--- config.mk ---
export PLATFORM = sky130hd
export DESIGN_NAME = wbp_front
export DESIGN_NICKNAME = d
export VERILOG_FILES = /design/src/rtl/core/wbp_pkg.sv /design/src/rtl/core/wbp_front.sv
export SDC_FILE = /design/constraint.sdc
export NUM_CORES = 1
export LEC_CHECK = 0
export BUFFER_PORTS_ARGS = -buffer_cell sky130_fd_sc_hd__buf_2
export CAP_MARGIN = 40
export CORE_MARGIN = 4
export CORE_UTILIZATION = 35
export CTS_BUF_LIST = sky130_fd_sc_hd__clkbuf_4 sky130_fd_sc_hd__clkbuf_8
export DETAILED_ROUTE_END_ITERATION = 8
export HOLD_SLACK_MARGIN = 0.15
export PLACE_DENSITY_LB_ADDON = 0.2
export SLEW_MARGIN = 0
export SYNTH_ARGS = -nofsm -noshare
export SYNTH_HDL_FRONTEND = slang
export SYNTH_SLANG_ARGS = --single-unit
export TNS_END_PERCENT = 5
--- constraint.sdc ---
create_clock -name clk -period 5.95 [get_ports clk]
set_input_delay 1.19 -clock clk [delete_from_list [all_inputs] [get_ports clk]]
set_output_delay 1.19 -clock clk [all_outputs]
set_load 0.01 [all_outputs]
--- src/rtl/core/wbp_pkg.sv ---
`default_nettype none
package wbp_pkg;

	localparam int MAX_BUCKETS_DEF = 512;
	localparam int SAMPLE_BITS_DEF = 16;

	localparam int NB_W    = 10;
	localparam int TS_W    = 32;
	localparam int IDX_W   = 9;
	localparam int LEVEL_W = 16;
	localparam int SUM_W   = 48;
	localparam int CNT_W   = 32;
	localparam int DIV_W   = 32;
	localparam int STEP_W  = 6;
	localparam int RAD_W   = 50;
	localparam int ROOT_W  = 25;
	localparam int PROD_W  = 42;

	localparam logic [NB_W-1:0] NB_RESET = 10'd500;
	localparam logic [TS_W-1:0] TS_RESET = 32'd1;

	localparam logic REG_NUM_BUCKETS   = 1'b0;
	localparam logic REG_TOTAL_SAMPLES = 1'b1;

	localparam logic OP_PUSH = 1'b0;
	localparam logic OP_READ = 1'b1;

	localparam int Q_DEPTH = 2;

	typedef struct packed {
		logic             op;
		logic             last;
		logic [IDX_W-1:0] idx;
	} req_t;

	typedef struct packed {
		logic              start;
		logic [DIV_W-1:0]  rem_init;
		logic [DIV_W-1:0]  lo;
		logic [STEP_W-1:0] steps;
		logic [DIV_W-1:0]  divisor;
	} div_req_t;

	typedef struct packed {
		logic             done;
		logic [DIV_W-1:0] quot;
	} div_rsp_t;

	typedef enum logic [4:0] {
		ST_CLEAR,
		ST_IDLE,
		ST_PUSH_MUL,
		ST_PUSH_CHK,
		ST_PUSH_DIV,
		ST_PUSH_RD,
		ST_PUSH_WR,
		ST_PUSH_END,
		ST_FIN_RD,
		ST_FIN_CHK,
		ST_FIN_DIV,
		ST_FIN_WR,
		ST_RD_WAIT,
		ST_RD_DIV,
		ST_RD_DIVW,
		ST_RD_MUL1,
		ST_RD_MUL2,
		ST_RD_ROOT,
		ST_RD_SQRT,
		ST_RD_OUT
	} back_state_t;

endpackage
`default_nettype wire

--- src/rtl/core/wbp_front.sv ---
`default_nettype none
// input side: takes requests, folds the sample to its magnitude, queues them
module wbp_front #(
	parameter int SAMPLE_BITS = wbp_pkg::SAMPLE_BITS_DEF
) (
	input  wire logic                       clk,
	input  wire logic                       arst_n,
	input  wire logic                       in_valid,
	output logic                            in_ready,
	input  wire logic                       operation,
	input  wire logic [SAMPLE_BITS-1:0]     sample,
	input  wire logic                       last_sample,
	input  wire logic [wbp_pkg::IDX_W-1:0]  bucket_index,
	output logic                            q_valid,
	output wbp_pkg::req_t                   q_req,
	output logic [SAMPLE_BITS:0]            q_mag,
	input  wire logic                       pop
);

	wbp_pkg::req_t          req_mem [wbp_pkg::Q_DEPTH];
	logic [SAMPLE_BITS:0]   mag_mem [wbp_pkg::Q_DEPTH];
	logic                   wr_ptr_q;
	logic                   rd_ptr_q;
	logic [1:0]             count_q;
	logic                   push;
	logic                   do_pop;
	logic [SAMPLE_BITS:0]   mag;
	wbp_pkg::req_t          in_req;

	assign mag = sample[SAMPLE_BITS-1]
		? ({1'b1, {SAMPLE_BITS{1'b0}}} - {1'b0, sample})
		: {1'b0, sample};

	assign in_req.op   = operation;
	assign in_req.last = last_sample && (operation == wbp_pkg::OP_PUSH);
	assign in_req.idx  = bucket_index;

	assign in_ready = count_q != 2'(wbp_pkg::Q_DEPTH);
	assign push     = in_valid && in_ready;
	assign q_valid  = count_q != 2'd0;
	assign do_pop   = pop && q_valid;
	assign q_req    = req_mem[rd_ptr_q];
	assign q_mag    = mag_mem[rd_ptr_q];

	always_ff @(posedge clk or negedge arst_n) begin
		if (!arst_n) begin
			wr_ptr_q <= 1'b0;
			rd_ptr_q <= 1'b0;
			count_q  <= '0;
		end else begin
			if (push)
				wr_ptr_q <= ~wr_ptr_q;
			if (do_pop)
				rd_ptr_q <= ~rd_ptr_q;
			count_q <= count_q + 2'(push) - 2'(do_pop);
		end
	end

	always_ff @(posedge clk) begin
		if (push) begin
			req_mem[wr_ptr_q] <= in_req;
			mag_mem[wr_ptr_q] <= mag;
		end
	end

endmodule
`default_nettype wire

**Word-level counts from Yosys, hierarchy flattened**

Memory sizes are Yosys's and may differ from the RTL's.
Cells that the tools add are included.

- Register bits: 4
- Memory bits (writable): 56
- Input bits: 31
- Output and inout port bits: 30
- Logic and storage cells: 19
- Memories: 2

Memories:

| memory | depth | width | read ports | clocked after Yosys merged registers in | wr ports | line | text |
|---|---|---|---|---|---|---|---|
| mag_mem | 2 | 17 | 1 | 0 | 1 | wbp_front.sv:21 | `logic [SAMPLE_BITS:0] mag_mem [wbp_pkg::Q_DEPTH];` |
| req_mem | 2 | 11 | 1 | 0 | 1 | wbp_front.sv:20 | `wbp_pkg::req_t req_mem [wbp_pkg::Q_DEPTH];` |

- Add/sub/neg operators: 3
- Equality and inequality tests: 1
- Mux-type cells: 3
- Bitwise gates (word level): 3
- Reduce and logical (&&, ||, !) cells: 4

Operators by type and width:

| kind | number |
|---|---|
| 17-bit two-way mux | 1 |
| 17-bit by 16-bit subtractor with 17-bit output, first input constant | 1 |
| 1-bit logical AND | 3 |
| 1-bit NOT | 3 |
| 2-bit by 1-bit adder with 2-bit output | 1 |
| 1-bit two-way mux | 2 |
| 2-bit inequality test, second input constant | 1 |
| 2-bit nonzero test | 1 |
| 2-bit by 1-bit subtractor with 2-bit output | 1 |

**Logic depth before layout (Yosys ltp)**

Gate-level depths: netlist of run 1.

- Word-level depth: 4
- Depth in mapped cells: 5

**Worst setup path after synthesis of run 1**

Ideal clock, no wire load.

- Path kind: input to register
- From: in in_valid
- To: mem mag_mem[0][0] (netlist bit), enable pin
- Library setup time: 0.413 ns
- Arrival: 2.456 ns
- Setup slack: 3.081 ns
- Stages: 2
- Cell sequence: nand2_1 nor2_1

- Cells in the longest elaborated chain, start to end: 3

Ends and longest elaborated chain:

| element | line | text |
|---|---|---|
| from (decl) | wbp_front.sv:8 | `input wire logic in_valid,` |
| 1-bit logical AND | wbp_front.sv:39 | `assign push = in_valid && in_ready;` |
| 1-bit two-way mux | wbp_front.sv:60 | `if (push) begin` |
| 1-bit two-way mux (not written as such) | wbp_front.sv:62 | `mag_mem[wr_ptr_q] <= mag;` |
| to (decl) | wbp_front.sv:21 |  |

No other way between the ends.

**Final worst setup path of run 1**

- From: reg rd_ptr_q
- To: out q_mag[13]

- Cells in the longest elaborated chain, start to end: 1

Ends and longest elaborated chain:

| element | line | text |
|---|---|---|
| from (decl) | wbp_front.sv:23 | `logic rd_ptr_q;` |
| from (signal assigned) | wbp_front.sv:54 | `rd_ptr_q <= ~rd_ptr_q;` |
| memory 2 x 17 bit | - |  |
| to (decl) | wbp_front.sv:16 | `output logic [SAMPLE_BITS:0] q_mag,` |

No other way between the ends.

==> out/metrics.csv, run 1 <==
metric,value,unit
status,finished clean,
place_inst,309,
initial_core_util,36.59,%
finalSetupViolCount,0,
num_io_pins,61,
post_cts_buffers,0,
diodes,0,
grt_pass1_vias,1453,
n_fill_cell,667,
p_int,952.4,uW
final.period_utilization,51.10,%
dp_hpwl,3.135,mm
tightest_slew,0.6908,ns
holdWs,0.5139,ns
dp_worst_setup_slack,3.129,ns
h-tree-depth,3,
critPathRequiredTime,4.76,ns
power_density,431.4,nW/um2
drt-initial-drc-count,41,
synth_top_area_share,66.53,%
p_clk_share,22.4,%
via_per_inst,4.529,
core_area,6907,um2
r2r_end,req_mem[0][3],
slew_viol_final,0,
holdBufCountCts,0,
critical_path_class,reg -> out,
wire_per_inst,13.84,um
arrival,1.85,ns
synth.area.top_cells,"edfxtp_1 67%, mux2_2 12%, xnor2_1 5.2%",
clk_pin_slew,0.06,ns
routabilityCongestion,0.7240,
setup_tns,0,ns
rr_worst_depth,4,
synth_area_leader_cell,edfxtp_1,
syn_to_final_growth,23.86,%
max_slew_margin,53.90,%
fin_nets,257,
critPathCaptureType,output pin,
avgSynthCellArea,16.52,um2
finalCriticalPeriod,3.040,ns
netSwitchingPower,398.2,uW
p_total,1.351,mW
hold_depth,1,
holdCritStartpoint,wr_ptr_q,
peakVddDrop,0.0001500,V
hold_viol_final,0,
dr_total_vias,1472,
seqPwrFrac,46.3,%
timing.rr.start,count_q[0],
drive_gt1_share,49.34,%
portBuffers,60,
synthArstFlopShare,6.667,%
grt.total_usage,11.50,%
grt_max_degree,29,
hold_end,wr_ptr_q,
grt_pass1_wl,7.265,mm
clock_latency,0.32,ns
utilization,45.33,%
fp.dieH,92.98,um
rsz0062_at_grt,no,
yosysWarnings,0,
ys_ff_latch,60,
rows,30,
sw_frac_of_total,29.49,%
yosys.cell_count.top_type,edfxtp_1,
synth_cell_type_count,29,
final_antenna_net_count,0,
fmax,328.9,MHz
post_dp_cell_area,2962,um2
wirelength,4.497,mm
post-route-cell-area,3131,um2
syn_area,2527,um2
synth-edff-count,56,
p_comb_share,31.3,%
cts_tree,built,
cts-resized-gates,0,
worst_setup_path_start_kind,flip-flop,
synth_common_cells,"56 x edfxtp_1, 28 x mux2_2, 15 x xnor2_1",
antenna_found_initial,0,
hold_path.class,reg -> reg,
path_max_fanout,19,
leakagePower,1.170,nW
synthFlopType,edfxtp_1,
clockBufferDepth,2,
r2r_slack,4.00,ns
drv_cap,0,
setup_ws,2.910,ns
cts_buffers,9,
dieArea,8644,um2
synth_cells,153,
die_x,92.98,um
overflow,0,
finClkSkew,0.003221,ns
seq_area_frac_synth,70.50,%
final_cell_count_no_fill,325,
post-route-drc-count,0,
first_pass_iters,6,
cts.sinks,60,
cts_root_buf,clkbuf_8,
## state kept, by name (all words and copies together) (netlist names)
name / flops
count_q: 2
mag_mem: 34
rd_ptr_q: 1
req_mem: 22
wr_ptr_q: 1
## placed cells by master, fill, tap and decap left out, types with 3 or more instances in the layout
master     n
buf_2     60
edfxtp_1  56
mux2_2    28
xnor2_1   15
nand2_1    9
clkbuf_8   9
o21ai_0    4
clkbuf_4   4
dfrtp_1    4
inv_1      3
nor2_1     3
o31ai_1    3
clkinv_2   3
buf_4      3
## final cells by class
type                            instances  area, um2  area share, %
Multi-Input combinational cell         87      725.7          23.18
Tap cell                               96      120.1          3.837
Timing Repair Buffer                   63      322.8          10.31
Sequential cell                        60       1782          56.91
Inverter                                3      11.26         0.3597
Clock inverter                          3      15.01         0.4796
Clock buffer                           13      153.9          4.916
## how the worst max path moves through the flow
stage / slack, ns / endpoint / start / cells past startpoint
after floorplan: 3.08 / mag_mem[0][0] / in_valid / 2
after global placement: 3.16 / mag_mem[0][14] / sample[9] / 5
after detailed placement: 3.13 / mag_mem[1][15] / sample[9] / 4
after CTS: 2.83 / q_mag[13] / rd_ptr_q / 3
after global routing: 2.78 / q_mag[6] / rd_ptr_q / 3
final: 2.91 / q_mag[13] / rd_ptr_q / 3
## logic make-up (layout without fill, tap and decap cells)
family                   after synthesis  after routing  synth area share (%)
adder cells (fa/ha/maj)                2              2                0.9899
other                                  1              2                0.1484
buffers and inverters                  7             82                 1.039
XOR/XNOR                              16             16                 5.545
multiplexers                          28             28                 12.48
AND/OR/NAND/NOR                       25             25                 5.495
flip-flops                            60             60                 70.50
AO/OA/AOI/OAI                         14             14                 3.812
## worst max-delay path, cell delays in order, from the launching register on
cell and delay, ns:
dfrtp_1 0.62, buf_4 0.38, mux2_2 0.38, buf_2 0.14
## routing by layer
layer / track usage [%] / part of all wire (%)
met5: 0 / 0
met4: 4.396 / 1.1
met3: 6.516 / 9.4
met2: 17.28 / 46
met1: 13.70 / 43
## power by group through the flow
stage | Combinational (mW) | Clock (mW) | Sequential (mW)
after floorplan | 0.283 | 0 | 0.616
after global placement | 0.440 | 0 | 0.631
after detailed placement | 0.439 | 0 | 0.636
after CTS | 0.441 | 0.318 | 0.627
after global routing | 0.474 | 0.337 | 0.635
final | 0.423 | 0.302 | 0.625
No activity file was read; power rests on OpenSTA's default activity.
==> run 2: changes to the inputs <==
==> constraint.sdc (replaced) <==
create_clock -name clk -period 2.7 [get_ports clk]
set_input_delay 0.54 -clock clk [delete_from_list [all_inputs] [get_ports clk]]
set_output_delay 0.54 -clock clk [all_outputs]
set_load 0.01 [all_outputs]
==> out/metrics.csv, run 2 (synthesis gave the netlist of run 1 again) <==
metric,value,unit
status,finished clean,
grt_pass1_vias,1451,
routed.top_layer,met4,
hold_end,req_mem[1][1],
final.period_utilization,84.09,%
fp.dieH,92.98,um
path_max_fanout,19,
post_cts_buffers,0,
routabilityCongestion,0.7178,
dieArea,8644,um2
diodes,0,
final_cell_mix,"60 x buf_2, 56 x edfxtp_1, 28 x mux2_2",
fmax,440.4,MHz
peakVddDrop,0.0003999,V
crit_path_max_incr_delay,0.66,ns
hold_depth,1,
slew_viol_final,0,
clock_latency,0.32,ns
reg_top3,"mag_mem: 34 flops, req_mem: 22 flops, count_q: 2 flops",
wirelength,4.597,mm
h-tree-depth,3,
drive_gt1_share,48.92,%
rr_worst_depth,3,
core_area,6907,um2
die_x,92.98,um
tightest_slew,0.5058,ns
antenna_found_initial,0,
final_common_cell,buf_2,
max_slew_margin,66.28,%
final_antenna_net_count,0,
holdBufCountCts,1,
critical_path_class,reg -> out,
r2r_end,mag_mem[1][5],
via_per_inst,4.563,
cts_tree,built,
hold_path.class,in -> reg,
syn_to_final_growth,26.68,%
power_density,996.1,nW/um2
first_pass_iters,4,
post_dp_cell_area,2982,um2
drv_cap,0,
largest-register,mag_mem,
rsz0062_at_grt,no,
finalSetupViolCount,0,
largest_reg_flops,34,
holdCritStartpoint,bucket_index[1],
met2_length,2.160,mm
r2r_slack,1.23,ns
hold_viol_final,0,
grt_max_degree,29,
clockBufferDepth,2,
finClkSkew,0.003184,ns
crit_buf_inv,2,
cts_buffers,9,
setup_ws,0.4295,ns
fin_nets,259,
clk_pin_slew,0.06,ns
met3_length,409,um
cts.sinks,60,
leakagePower,1.200,nW
portBuffers,60,
worst_setup_path_start_kind,flip-flop,
wire_per_inst,14.06,um
setup_tns,0,ns
grt_pass1_wl,7.424,mm
critPathCaptureType,output pin,
wl_met1,1.959,mm
post-route-drc-count,0,
timing.rr.start,count_q[0],
finalCriticalPeriod,2.270,ns
grt.total_usage,11.51,%
num_io_pins,61,
critPathRequiredTime,2.16,ns
cts-resized-gates,0,
post-route-cell-area,3202,um2
drt-initial-drc-count,36,
rows,30,
path_cells,"buf_12, mux2_2, buf_2",
p_total,3.189,mW
arrival,1.73,ns
dr_total_vias,1492,
slowest_stage,dfrtp_1,
dp_worst_setup_slack,0.5290,ns
dp_hpwl,3.208,mm
initial_core_util,36.59,%
overflow,0,
cts_root_buf,clkbuf_8,
cp_top_family,flip-flops,
holdWs,0.4059,ns
## run 2: changes by cell type in the layout (fill, tap and decap cells not counted), sizes merged
cell / before / now
dlygate4sd3: 0 / 1
clkbuf: 13 / 10
clkinv: 3 / 4
bufinv: 0 / 2
buf: 63 / 64
## run 2: layer usage
layer	up-vias	track usage, %
met3	5	5.310
met2	54	17.82
li1	724	-
met4	0	4.151
met5	-	0
met1	709	14.14
## run 2: stage by stage
stage | util, % | instances
4_1_cts | 46.36 | 327
3_3_place_gp | 43.17 | 310
5_1_grt | 46.36 | 327
6_report | 46.36 | 327
2_1_floorplan | - | 154
3_5_place_dp | 43.17 | 310
## run 2: report_power, final
part | total (mW) | internal (mW) | switching, mW
logic | 0.964 | 0.469 | 0.495
clock network | 0.844 | 0.522 | 0.322
registers | 1.38 | 1.29 | 0.0934
total | 3.19 | 2.28 | 0.911
## run 2: final cells by class
cell class | instances | area [um2]
Fill cell | 675 | 3705
Sequential cell | 60 | 1782
Multi-Input combinational cell | 87 | 725.7
Timing Repair Buffer | 65 | 352.8
Clock buffer | 10 | 131.4
Tap cell | 96 | 120.1
Clock inverter | 6 | 78.83
Inverter | 3 | 11.26
## run 2: worst register-to-register path: stages, from the launching register on
cell and delay (ns):
dfrtp_1 0.42, nand2b_1 0.18, and3_1 0.16, buf_4 0.35
## run 2: worst max path at each step
stage               cells past startpoint       start  slack (ns)              to
floorplan                               3  count_q[0]        0.38   mag_mem[0][0]
global placement                        5   sample[9]        0.56  mag_mem[0][14]
detailed placement                      5   sample[9]        0.53  mag_mem[1][14]
CTS                                     3    rd_ptr_q        0.36        q_mag[4]
global route                            3    rd_ptr_q        0.33       q_mag[15]
finish                                  3    rd_ptr_q        0.43        q_mag[4]
